### config.mk
export PLATFORM = sky130hd
export DESIGN_NAME = integer_field_formatter_unit
export DESIGN_NICKNAME = d
export VERILOG_FILES = /design/src/rtl/iffu_pkg.sv /design/src/rtl/iffu_front.sv /design/src/rtl/iffu_queue.sv /design/src/rtl/iffu_back.sv /design/src/rtl/integer_field_formatter_unit.sv
export SDC_FILE = /design/constraint.sdc
export NUM_CORES = 1
export LEC_CHECK = 0
export ABC_AREA = 1
export BUFFER_PORTS_ARGS = -buffer_cell sky130_fd_sc_hd__buf_2
export CORE_MARGIN = 3
export CORE_UTILIZATION = 40
export CTS_CLUSTER_SIZE = 28
export DETAILED_ROUTE_END_ITERATION = 8
export PLACE_DENSITY_LB_ADDON = 0.2
export SLEW_MARGIN = 10
export SYNTH_ARGS = -nofsm -noshare
export SYNTH_HDL_FRONTEND = slang
export SYNTH_SLANG_ARGS = --single-unit
### constraint.sdc
create_clock -name clk_i -period 16.7 [get_ports clk_i]
set_clock_uncertainty 0.05 [all_clocks]
set_input_delay 1.67 -clock clk_i [delete_from_list [all_inputs] [get_ports clk_i]]
set_output_delay 1.67 -clock clk_i [all_outputs]
set_load 0.05 [all_outputs]
### src/rtl/iffu_pkg.sv
// ----------------------------------------------------------------------------
// Integer field formatter package
// Shared types, character codes and conversion kinds.
// ----------------------------------------------------------------------------
`default_nettype none

package iffu_pkg;

  localparam int unsigned NumDigits   = 22;
  localparam int unsigned InDataWidth = 88;
  localparam logic [5:0]  WidthLimit  = 6'd60;

  localparam logic [1:0] KindSdec = 2'd0;
  localparam logic [1:0] KindUdec = 2'd1;
  localparam logic [1:0] KindHex  = 2'd2;
  localparam logic [1:0] KindOct  = 2'd3;

  localparam logic [7:0] ChSpace = 8'h20;
  localparam logic [7:0] ChPlus  = 8'h2B;
  localparam logic [7:0] ChMinus = 8'h2D;
  localparam logic [7:0] ChZero  = 8'h30;
  localparam logic [7:0] ChUpA   = 8'h41;
  localparam logic [7:0] ChLowA  = 8'h61;
  localparam logic [7:0] ChUpX   = 8'h58;
  localparam logic [7:0] ChLowX  = 8'h78;

  typedef struct packed {
    logic [NumDigits-1:0][3:0] digits;
    logic [4:0]                nd;
    logic                      has_sign;
    logic [7:0]                sign_ch;
    logic [1:0]                pfx_len;
    logic                      upper;
    logic                      left;
    logic                      zpad;
    logic [5:0]                width;
    logic [5:0]                prec;
  } job_t;

endpackage

`default_nettype wire

### src/rtl/iffu_front.sv
// ----------------------------------------------------------------------------
// Integer field formatter front end
// Accepts items, derives sign, prefix and magnitude, and converts the
// magnitude to digits (two binary bits per cycle for decimal kinds).
// ----------------------------------------------------------------------------
`default_nettype none

module iffu_front (
  input  wire logic                            clk_i,
  input  wire logic                            rst_ni,
  input  wire logic                            in_valid_i,
  output logic                                 in_ready_o,
  input  wire logic [iffu_pkg::InDataWidth-1:0] in_data_i,
  output logic                                 push_o,
  output iffu_pkg::job_t                       job_o,
  input  wire logic                            full_i
);

  localparam logic [1:0] FIdle = 2'd0;
  localparam logic [1:0] FConv = 2'd1;
  localparam logic [1:0] FFin  = 2'd2;

  logic [1:0]  state_q, state_d;
  logic [4:0]  cnt_q;
  logic [63:0] sr_q;
  logic [87:0] dig_q;
  iffu_pkg::job_t job_q;

  logic [63:0] value, neg_v, mag;
  logic [1:0]  kind;
  logic [5:0]  w_in, p_in;
  logic [65:0] ext;
  logic [87:0] oct_dig;
  logic [79:0] bcd_a, bcd_b;
  logic [4:0]  nd;
  logic        accept;

  function automatic logic [79:0] dabble(input logic [79:0] b, input logic bit_in);
    logic [79:0] t;
    t = b;
    for (int i = 0; i < 20; i++) begin
      if (t[i*4 +: 4] >= 4'd5) begin
        t[i*4 +: 4] = t[i*4 +: 4] + 4'd3;
      end
    end
    return {t[78:0], bit_in};
  endfunction

  assign value  = in_data_i[63:0];
  assign kind   = in_data_i[65:64];
  assign w_in   = (in_data_i[79:74] > iffu_pkg::WidthLimit) ? iffu_pkg::WidthLimit
                                                             : in_data_i[79:74];
  assign p_in   = (in_data_i[85:80] > iffu_pkg::WidthLimit) ? iffu_pkg::WidthLimit
                                                             : in_data_i[85:80];
  assign neg_v  = 64'd0 - value;

  always_comb begin
    mag = (kind == iffu_pkg::KindSdec && value[63]) ? neg_v : value;
    if (!in_data_i[66]) begin
      mag = {32'd0, mag[31:0]};
    end
  end

  assign ext = {2'b00, mag};
  always_comb begin
    for (int i = 0; i < 22; i++) begin
      oct_dig[i*4 +: 4] = {1'b0, ext[i*3 +: 3]};
    end
  end

  assign bcd_a = dabble(dig_q[79:0], sr_q[63]);
  assign bcd_b = dabble(bcd_a, sr_q[62]);

  always_comb begin
    nd = 5'd1;
    for (int i = 1; i < 22; i++) begin
      if (dig_q[i*4 +: 4] != 4'd0) begin
        nd = 5'(i + 1);
      end
    end
  end

  assign in_ready_o = (state_q == FIdle);
  assign accept     = in_valid_i && in_ready_o;
  assign push_o     = (state_q == FFin) && !full_i;

  always_comb begin
    job_o        = job_q;
    job_o.digits = dig_q;
    job_o.nd     = nd;
  end

  always_comb begin
    state_d = state_q;
    unique case (state_q)
      FIdle: begin
        if (accept) begin
          state_d = (kind[1]) ? FFin : FConv;
        end
      end
      FConv: begin
        if (cnt_q == 5'd31) begin
          state_d = FFin;
        end
      end
      FFin: begin
        if (!full_i) begin
          state_d = FIdle;
        end
      end
      default: state_d = FIdle;
    endcase
  end

  always_ff @(posedge clk_i or negedge rst_ni) begin
    if (!rst_ni) begin
      state_q <= FIdle;
    end else begin
      state_q <= state_d;
    end
  end

  always_ff @(posedge clk_i) begin
    if (accept) begin
      cnt_q <= 5'd0;
      sr_q  <= mag;
      unique case (kind)
        iffu_pkg::KindHex: dig_q <= {24'd0, mag};
        iffu_pkg::KindOct: dig_q <= oct_dig;
        default:           dig_q <= 88'd0;
      endcase
      job_q.has_sign <= 1'b0;
      job_q.sign_ch  <= iffu_pkg::ChSpace;
      if (kind == iffu_pkg::KindSdec) begin
        if (value[63]) begin
          job_q.has_sign <= 1'b1;
          job_q.sign_ch  <= iffu_pkg::ChMinus;
        end else if (value != 64'd0) begin
          if (in_data_i[69]) begin
            job_q.has_sign <= 1'b1;
            job_q.sign_ch  <= iffu_pkg::ChPlus;
          end else if (in_data_i[70]) begin
            job_q.has_sign <= 1'b1;
          end
        end
      end
      job_q.pfx_len <= 2'd0;
      if (in_data_i[71] && (mag != 64'd0 || in_data_i[72])) begin
        if (kind == iffu_pkg::KindHex) begin
          job_q.pfx_len <= 2'd2;
        end else if (kind == iffu_pkg::KindOct) begin
          job_q.pfx_len <= 2'd1;
        end
      end
      job_q.upper  <= in_data_i[73] && (kind == iffu_pkg::KindHex);
      job_q.left   <= in_data_i[67];
      job_q.zpad   <= in_data_i[68] && !in_data_i[67];
      job_q.width  <= w_in;
      job_q.prec   <= p_in;
      job_q.digits <= '0;
      job_q.nd     <= 5'd0;
    end else if (state_q == FConv) begin
      cnt_q <= cnt_q + 5'd1;
      sr_q  <= {sr_q[61:0], 2'b00};
      dig_q <= {8'd0, bcd_b};
    end
  end

endmodule

`default_nettype wire

### src/rtl/iffu_queue.sv
// ----------------------------------------------------------------------------
// Integer field formatter job queue
// Two-entry queue of converted jobs between the front and back ends.
// ----------------------------------------------------------------------------
`default_nettype none

module iffu_queue (
  input  wire logic           clk_i,
  input  wire logic           rst_ni,
  input  wire logic           push_i,
  input  iffu_pkg::job_t      job_i,
  output logic                full_o,
  input  wire logic           pop_i,
  output iffu_pkg::job_t      job_o,
  output logic                empty_o
);

  iffu_pkg::job_t mem_q [2];
  logic       wptr_q, rptr_q;
  logic [1:0] cnt_q;

  assign full_o  = (cnt_q == 2'd2);
  assign empty_o = (cnt_q == 2'd0);
  assign job_o   = mem_q[rptr_q];

  always_ff @(posedge clk_i or negedge rst_ni) begin
    if (!rst_ni) begin
      wptr_q <= 1'b0;
      rptr_q <= 1'b0;
      cnt_q  <= 2'd0;
    end else begin
      if (push_i) begin
        wptr_q <= !wptr_q;
      end
      if (pop_i) begin
        rptr_q <= !rptr_q;
      end
      cnt_q <= cnt_q + {1'b0, push_i} - {1'b0, pop_i};
    end
  end

  always_ff @(posedge clk_i) begin
    if (push_i) begin
      mem_q[wptr_q] <= job_i;
    end
  end

endmodule

`default_nettype wire

### src/rtl/iffu_back.sv
// ----------------------------------------------------------------------------
// Integer field formatter back end
// Lays out one field and emits its characters through an output register.
// ----------------------------------------------------------------------------
`default_nettype none

module iffu_back (
  input  wire logic      clk_i,
  input  wire logic      rst_ni,
  input  iffu_pkg::job_t job_i,
  input  wire logic      empty_i,
  output logic           pop_o,
  output logic           out_valid_o,
  input  wire logic      out_ready_i,
  output logic [7:0]     out_char_o,
  output logic           out_last_o
);

  localparam logic BIdle = 1'b0;
  localparam logic BRun  = 1'b1;

  logic state_q;
  logic [5:0] k_q, b1_q, b2_q, b3_q, b4_q, b5_q, n_q;
  logic [iffu_pkg::NumDigits-1:0][3:0] dig_q;
  logic [7:0] sign_q;
  logic upper_q;
  logic ovalid_q, olast_q;
  logic [7:0] ochar_q;

  logic [5:0] body, p0, p, pad, lead, trail, b1, b2, b3, b4, b5, n;
  logic [5:0] didx6;
  logic [3:0] d;
  logic [7:0] dch, ch;
  logic emit, last;

  always_comb begin
    body  = {1'b0, job_i.nd} + {5'd0, job_i.has_sign};
    p0    = (job_i.prec < body) ? body : job_i.prec;
    p     = (job_i.zpad && job_i.width > p0) ? job_i.width : p0;
    pad   = (job_i.width > p) ? job_i.width - p : 6'd0;
    lead  = job_i.left ? 6'd0 : pad;
    trail = job_i.left ? pad : 6'd0;
    b1    = lead;
    b2    = b1 + {4'd0, job_i.pfx_len};
    b3    = b2 + {5'd0, job_i.has_sign};
    b4    = b3 + (p - body);
    b5    = b4 + {1'b0, job_i.nd};
    n     = b5 + trail;
  end

  assign didx6 = b5_q - 6'd1 - k_q;
  assign d     = dig_q[didx6[4:0]];
  assign dch   = (d < 4'd10) ? iffu_pkg::ChZero + {4'd0, d}
               : (upper_q ? iffu_pkg::ChUpA : iffu_pkg::ChLowA) + {4'd0, d} - 8'd10;

  always_comb begin
    priority if (k_q < b1_q) begin
      ch = iffu_pkg::ChSpace;
    end else if (k_q < b2_q) begin
      ch = (k_q == b1_q) ? iffu_pkg::ChZero
         : (upper_q ? iffu_pkg::ChUpX : iffu_pkg::ChLowX);
    end else if (k_q < b3_q) begin
      ch = sign_q;
    end else if (k_q < b4_q) begin
      ch = iffu_pkg::ChZero;
    end else if (k_q < b5_q) begin
      ch = dch;
    end else begin
      ch = iffu_pkg::ChSpace;
    end
  end

  assign pop_o       = (state_q == BIdle) && !empty_i;
  assign emit        = (state_q == BRun) && (!ovalid_q || out_ready_i);
  assign last        = (k_q == n_q - 6'd1);
  assign out_valid_o = ovalid_q;
  assign out_char_o  = ochar_q;
  assign out_last_o  = olast_q;

  always_ff @(posedge clk_i or negedge rst_ni) begin
    if (!rst_ni) begin
      state_q  <= BIdle;
      ovalid_q <= 1'b0;
    end else begin
      if (pop_o) begin
        state_q <= BRun;
      end else if (emit && last) begin
        state_q <= BIdle;
      end
      if (emit) begin
        ovalid_q <= 1'b1;
      end else if (out_ready_i) begin
        ovalid_q <= 1'b0;
      end
    end
  end

  always_ff @(posedge clk_i) begin
    if (pop_o) begin
      k_q     <= 6'd0;
      b1_q    <= b1;
      b2_q    <= b2;
      b3_q    <= b3;
      b4_q    <= b4;
      b5_q    <= b5;
      n_q     <= n;
      dig_q   <= job_i.digits;
      sign_q  <= job_i.sign_ch;
      upper_q <= job_i.upper;
    end else if (emit) begin
      k_q <= k_q + 6'd1;
    end
    if (emit) begin
      ochar_q <= ch;
      olast_q <= last;
    end
  end

endmodule

`default_nettype wire

### src/rtl/integer_field_formatter_unit.sv
// ----------------------------------------------------------------------------
// Integer field formatter
// Formats a 64-bit integer as a printf-style field, one character per ready cycle.
// ----------------------------------------------------------------------------
// Decimal items pass through the two-bits-per-cycle binary-to-BCD loop in the
// front end before their job is queued; hexadecimal and octal items skip it.
// The front end takes no new item until its job is pushed into the queue, and
// the back end pops the next job only after the last character of a field.
// Characters leave one per cycle while m_axis_tready is high.
// Reset clears the state machines, the queue and the output valid flag.
`default_nettype none

module integer_field_formatter_unit (
  input  wire logic        clk_i,
  input  wire logic        rst_ni,
  input  wire logic        s_axis_tvalid,
  output logic             s_axis_tready,
  // value[63:0], conversion[65:64], wide_value[66], left_align[67],
  // zero_fill[68], plus_sign[69], space_sign[70], alt_prefix[71],
  // prefix_always[72], upper_case[73], field_width[79:74], min_digits[85:80]
  input  wire logic [87:0] s_axis_tdata,
  output logic             m_axis_tvalid,
  input  wire logic        m_axis_tready,
  // char_out[7:0]
  output logic [7:0]       m_axis_tdata,
  output logic             m_axis_tlast
);

  iffu_pkg::job_t job_in, job_out;
  logic           q_push, q_pop, q_full, q_empty;

  iffu_front u_front (
    .clk_i      (clk_i),
    .rst_ni     (rst_ni),
    .in_valid_i (s_axis_tvalid),
    .in_ready_o (s_axis_tready),
    .in_data_i  (s_axis_tdata),
    .push_o     (q_push),
    .job_o      (job_in),
    .full_i     (q_full)
  );

  iffu_queue u_queue (
    .clk_i   (clk_i),
    .rst_ni  (rst_ni),
    .push_i  (q_push),
    .job_i   (job_in),
    .full_o  (q_full),
    .pop_i   (q_pop),
    .job_o   (job_out),
    .empty_o (q_empty)
  );

  iffu_back u_back (
    .clk_i       (clk_i),
    .rst_ni      (rst_ni),
    .job_i       (job_out),
    .empty_i     (q_empty),
    .pop_o       (q_pop),
    .out_valid_o (m_axis_tvalid),
    .out_ready_i (m_axis_tready),
    .out_char_o  (m_axis_tdata),
    .out_last_o  (m_axis_tlast)
  );

  a_push_not_full: assert property (@(posedge clk_i) disable iff (!rst_ni)
    q_push |-> !q_full) else $error("push into full queue");

  a_pop_not_empty: assert property (@(posedge clk_i) disable iff (!rst_ni)
    q_pop |-> !q_empty) else $error("pop from empty queue");

  a_front_busy: assert property (@(posedge clk_i) disable iff (!rst_ni)
    (s_axis_tvalid && s_axis_tready) |=> !s_axis_tready)
    else $error("front end accepted while converting");

endmodule

`default_nettype wire

Word-level counts from Yosys, hierarchy flattened

Memories as Yosys holds them, arrays and structs flattened.
Index checks and enable logic that the tools add are counted.
W data, S select, Z words.

Logic and storage cells: 330
Memories kept: 1
Register bits: 339
Output and inout bits: 11
Bits in writable memories: 238

Memory list:

| memory        | depth | width | read ports | clocked after memory_dff | wr ports | line             | RTL |
|---|---|---|---|---|---|---|---|
| u_queue.mem_q | 2     | 119   | 1          | 0                        | 1        | iffu_queue.sv:18 | `iffu_pkg::job_t mem_q [2];` |

Multiplexer cells: 101
Add/sub/neg operators: 59
Magnitude comparators: 52
Reductions and logical operators: 50
Eq/ne operators: 11
Bitwise logic cells: 4

Operators with widths:

| operator                | count |
|---|---|
| $mux W64                | 4 |
| $mux W4                 | 48 |
| $mux W88                | 2 |
| $pmux W85 S2            | 1 |
| $ge A4 B3 Y1 const B    | 40 |
| $add A4 B2 Y4 const B   | 38 |
| $reduce_bool A64 Y1     | 2 |
| $reduce_bool A4 Y1      | 21 |
| $sub A1 B64 Y64 const A | 1 |
| $mux W8                 | 6 |
| $mux W6                 | 7 |
| $lt A6 B6 Y1            | 6 |
| $mux W5                 | 7 |
| $bmux W4 S5             | 1 |
| $mux W3                 | 6 |
| $mux W9                 | 2 |
| $mux W2                 | 7 |
| $add A6 B6 Y6           | 2 |
| $eq A6 B6 Y1            | 2 |
| $gt A6 B6 Y1            | 2 |
| $gt A6 B6 Y1 const B    | 2 |
| $sub A6 B6 Y6           | 2 |
| $logic_and A1 B1 Y1     | 10 |
| $mux W1                 | 9 |
| 31 further kinds        | 49 |

Longest topological paths before layout

Word-level depth: 22
Gate-level depth with buffers: 65

Modules after synthesis

From an unflattened synthesis, not the netlist that was laid out.

Cell total of the unflattened synthesis: 3,601
Area, all modules: 32,312.2 sq um

Modules (own cells, without submodules):

| module     | instances | seq. area each (sq um) | area an instance (sq um) | cells an instance |
|---|---|---|---|---|
| iffu_front | 1         | 5,225.0                | 14,629.0                 | 2,067 |
| iffu_queue | 1         | 7,247.0                | 9,003.6                  | 646 |
| iffu_back  | 1         | 4,434.3                | 8,679.6                  | 888 |

Worst setup path after synthesis

No wires, ideal clock.

Path type: reg2reg
Start: register u_queue.rptr_q
End: register u_back.n_q[5], data pin
Clock period less this slack: 9,437 ps
Data arrival time: 9,137 ps
Stages on the path, launching flop included: 61
Buffers on the path: 5
Slack: 7,263 ps
Path through: dfrtp_1 > buf_4 > clkbuf_1 > clkbuf_1 > nand2_1 > nand2_1 > ha_1 > ha_1 > inv_1 > xor2_1 > ha_1 > a21oi_1 > nand3_1 > nand3_2 > nand2_2 > buf_6 > nor2_1 > a21oi_1 > (+25 left out) > nand2_1 > fa_1 > inv_1 > ha_1 > a21oi_1 > and2_1 > xor2_1 > inv_1 > ha_1 > a21oi_1 > nand2_1 > xor2_1 > ha_1 > a21oi_1 > xor2_1 > nand3_1 > nand2_1 > inv_1

Word-level cells in the longest chain between the ends: 15
Elaborated cells between the ends (all ways): 18
Those cells by class: add/sub (8); order compare (3); mux (5); reduce/logical (1); memory (1)

RTL lines:

| what                                                 | line             | RTL |
|---|---|---|
| start, declared                                      | iffu_queue.sv:19 | `logic wptr_q, rptr_q;` |
| start signal, assigned                               | iffu_queue.sv:36 | `rptr_q <= !rptr_q;` |
| $mem_v2 Z2 W119 (*)                                  | -                |  |
| $add A5 B1 Y6                                        | iffu_back.sv:37  | `body = {1'b0, job_i.nd} + {5'd0, job_i.has_sign};` |
| $lt A6 B6 Y1                                         | iffu_back.sv:38  | `p0 = (job_i.prec < body) ? body : job_i.prec;` |
| $mux W6                                              | iffu_back.sv:38  |  |
| $gt A6 B6 Y1                                         | iffu_back.sv:39  | `p = (job_i.zpad && job_i.width > p0) ? job_i.width : p0;` |
| $logic_and A1 B1 Y1                                  | iffu_back.sv:39  |  |
| $mux W6                                              | iffu_back.sv:39  |  |
| $sub A6 B6 Y6 / $gt A6 B6 Y1 (equally long branches) | iffu_back.sv:40  | `pad = (job_i.width > p) ? job_i.width - p : 6'd0;` |
| (+2 left out)                                        | -                |  |
| via u_back.b1[0]                                     | iffu_back.sv:30  | `logic [5:0] body, p0, p, pad, lead, trail, b1, b2, b3, b4, b5, n;` |
| (+1 left out)                                        | -                |  |
| via u_back.b2[1]                                     | iffu_back.sv:30  |  |
| $add A6 B1 Y6 (*)                                    | iffu_back.sv:45  | `b3 = b2 + {5'd0, job_i.has_sign};` |
| $add A6 B6 Y6 (*)                                    | iffu_back.sv:46  | `b4 = b3 + (p - body);` |
| via u_back.b4[3]                                     | iffu_back.sv:30  |  |
| $add A6 B5 Y6 (*)                                    | iffu_back.sv:47  | `b5 = b4 + {1'b0, job_i.nd};` |
| via u_back.b5[4]                                     | iffu_back.sv:30  |  |
| $add A6 B6 Y6 (*)                                    | iffu_back.sv:48  | `n = b5 + trail;` |
| via u_back.n[5]                                      | iffu_back.sv:30  |  |
| end signal, assigned                                 | iffu_back.sv:106 | `n_q <= n;` |
| end, declared                                        | iffu_back.sv:23  | `logic [5:0] k_q, b1_q, b2_q, b3_q, b4_q, b5_q, n_q;` |

The timed path passes the listed nets; every way through them passes the cells marked *.
A chain may end at the register's enable or synchronous reset.

Worst setup path in the final report

Same ends and word-level chain as after synthesis.

==> impl_metrics.toml <==
[worst_hold_path]
hold_path_class = "flip-flop to flip-flop"
hp-start = "u_front.job_o[14]"
min_to = "u_queue.mem_q[1][14]"
hold_path_depth = 0

[finish]
syn2layout_area_growth_pct = 11.8
layout_common_cells = "nand2_1 (814), edfxtp_1 (521), inv_1 (440)"
fillCellCount = 7022
nets = 3631
layout-drive-gt1-share_pct = 8.96
n_antenna_cell = 0
layout_commonest_cell = "nand2_1"

[route]
highest_layer = "met5"
vias_per_cell = 5.05
met1_length_um = 36100
routed_wl_um = 75600
dr.pass1.iters = 6
route.detailed.drc = 0
wl_met3_um = 4210
num_vias = 22100
drt_iter0_markers = 1629
wl_met2_um = 33400
ant_nets = 0
wl_per_cell_um = 17.2

[synthesis]
syn_area_um2 = 30100
synth_edf_count = 521
synth_top_cell_area_share_pct = 52.0
synth_top_area_cell = "edfxtp_1"
syn_nets = 3542
yosysSeqAreaShare_pct = 53.4
synthFlopType = "edfxtp_1"
ys_ff_latch = 540
yosysUniqueCellTypes = 58
syn_inst = 3287
synth_area_leaders = "edfxtp_1 (52%), nand2_1 (10%), ha_1 (6.4%)"
async_flop_share_pct = 1.48
synth_warnings = 0
avgSynthCellArea_um2 = 9.16

[timing]
period_share_pct = 67.3
rsz0062_at_grt = "false"
max_slew_margin_pct = 28.6
fmax_ghz = 0.0890
tightest_slew_ps = 1060
finalCriticalPeriod_ps = 11240
slew_violations = 0
fin_tns_setup_ps = 0
hold_viol = 0
setup_viol_count_final = 0

[worst_setup_path]
crit_path_end_kind = "flip-flop"
rr_startpoint = "u_queue.rptr_q"
cp_max_fo = 71
max_stage_delay_ps = 780
cpMostUsedCell = "ha_1"
reg2reg_slack_ps = 5460
r2r_cells = 50
cp.required_ps = 17020
start_kind = "flip-flop"
critPathSlowestCell = "dfrtp_4"
critPathKind = "flip-flop to flip-flop"
cp.arrival_ps = 11560
r2r_end = "u_back.n_q[5]"

[global_route]
grtUsageTotal_pct = 19.2
grt_overflow = 0
grt_pass1_wl_um = 118000
antenna_found_initial = 2
grt_max_degree = 127
grt_pass1_vias = 21000

[placement]
gp_routability_congestion = 0.849
io_buffers = 99
place_hpwl_um = 53500

[clocking]
max-clock-path-buffers = 3
tritoncts = "built"
postCtsResizedCells = 0
clk_pin_slew_worst_paths_ps = 60
htree_levels = 2
root_buffer = "clkbuf_16"
cts_made_buffers = 60
ctsHoldBuffers = 0
clk_latency_ps = 620
cts_setup_buffers = 0
clock-sinks = 540

[floorplanning]
io_pins = 103
start_util_pct = 40.8
core_area_um2 = 73700
fp.dieW_um = 280
num_rows = 99
die_y_um = 280
dieArea_um2 = 78600

[run_status]
status = "complete, no violations"

[job]
cap_violations = 0
[routing by layer]
| metal | track usage (%) | vias to the layer above |
|---|---|---|
| met3 | 2.93 | 115 |
| met4 | 5.24 | 2 |
| met2 | 30.3 | 523 |
| li1 | - | 11300 |
| met1 | 27.6 | 10200 |
| met5 | 0 | - |
[kinds of logic (layout without fill, tap and decap cells)]
group	count (synthesis)	in the layout	share of synthesized area (%)
AND/OR/NAND/NOR	1368	1368	19.2
XOR/XNOR	104	104	3.03
AO/OA/AOI/OAI	566	566	10.5
other	1	1	0.0125
multiplexers	1	1	0.0333
flip-flops	540	540	53.4
adder cells (fa/ha/maj)	163	163	6.97
buffers and inverters	544	682	6.83
[Yosys cell counts, types with 32 or more instances]
| library cell | n |
|---|---|
| clkbuf_1 | 86 |
| o22ai_1 | 63 |
| inv_1 | 441 |
| xnor2_1 | 32 |
| nor3_1 | 39 |
| nand2_1 | 815 |
| edfxtp_1 | 521 |
| xor2_1 | 72 |
| o21ai_0 | 271 |
| nor2_1 | 244 |
| or2_2 | 43 |
| a21oi_1 | 132 |
| nand3_1 | 124 |
| ha_1 | 155 |
[worst max-delay path: cells and delay by family, from the launching register on]
family | cells | cell delay, ps
buf+inv | 9 | 1690
xor+xnor | 4 | 830
compound gates | 6 | 1480
fa+ha+maj | 11 | 3510
flops | 1 | 780
simple gates | 20 | 2570
[through the flow]
step / cell area (µm²) / instances / setup WS [ps] / hold slack (ps) / util, %
after floorplan: 30100 / 3287 / 7260 / 371 / -
after global placement: 31700 / 4273 / 5570 / 376 / 43.0
after detailed placement: 31700 / 4273 / 5370 / 380 / 43.0
after CTS: 33700 / 4384 / 5350 / 393 / 45.7
after global routing: 33700 / 4384 / 4470 / 398 / 45.7
final: 33700 / 4384 / 5460 / 392 / 45.7
[area by class of cell]
class / count / area (µm²) / share of cell area [%]
clock buffer: 67 / 1550 / 4.60
multi-input combinational: 2203 / 12000 / 35.7
clock inverter: 44 / 459 / 1.36
timing repair buffer: 121 / 673 / 2.00
sequential: 540 / 16100 / 47.7
inverter: 450 / 1690 / 5.03
tap: 959 / 1200 / 3.56
[registers in the layout (all words and copies together), names as in the netlist, 6 cells and up]
| signal | cells |
|---|---|
| u_queue.mem_q | 220 |
| u_back.dig_q | 84 |
| u_front.dig_q | 84 |
| u_front.sr_q | 64 |
| u_front.job_o | 21 |
| u_back.out_char_o | 7 |
| u_back.b1_q | 6 |
| u_back.b2_q | 6 |
| u_back.b3_q | 6 |
| u_back.b4_q | 6 |
| u_back.b5_q | 6 |
| u_back.k_q | 6 |
| u_back.n_q | 6 |
[worst max-delay path by stage]
stage          slack (ps)      startpoint       endpoint  cells past startpoint
2_1_floorplan        7260  u_queue.rptr_q  u_back.n_q[5]                     60
3_3_place_gp         5570  u_queue.rptr_q  u_back.n_q[5]                     50
3_5_place_dp         5370  u_queue.rptr_q  u_back.n_q[5]                     50
4_1_cts              5350  u_queue.rptr_q  u_back.n_q[5]                     50
5_1_grt              4470  u_queue.rptr_q  u_back.n_q[5]                     52
6_report             5460  u_queue.rptr_q  u_back.n_q[5]                     50
Power is left out: the tool's default activity adds up to more than one toggle a clock period on the data nets, which glitch-free logic cannot reach.
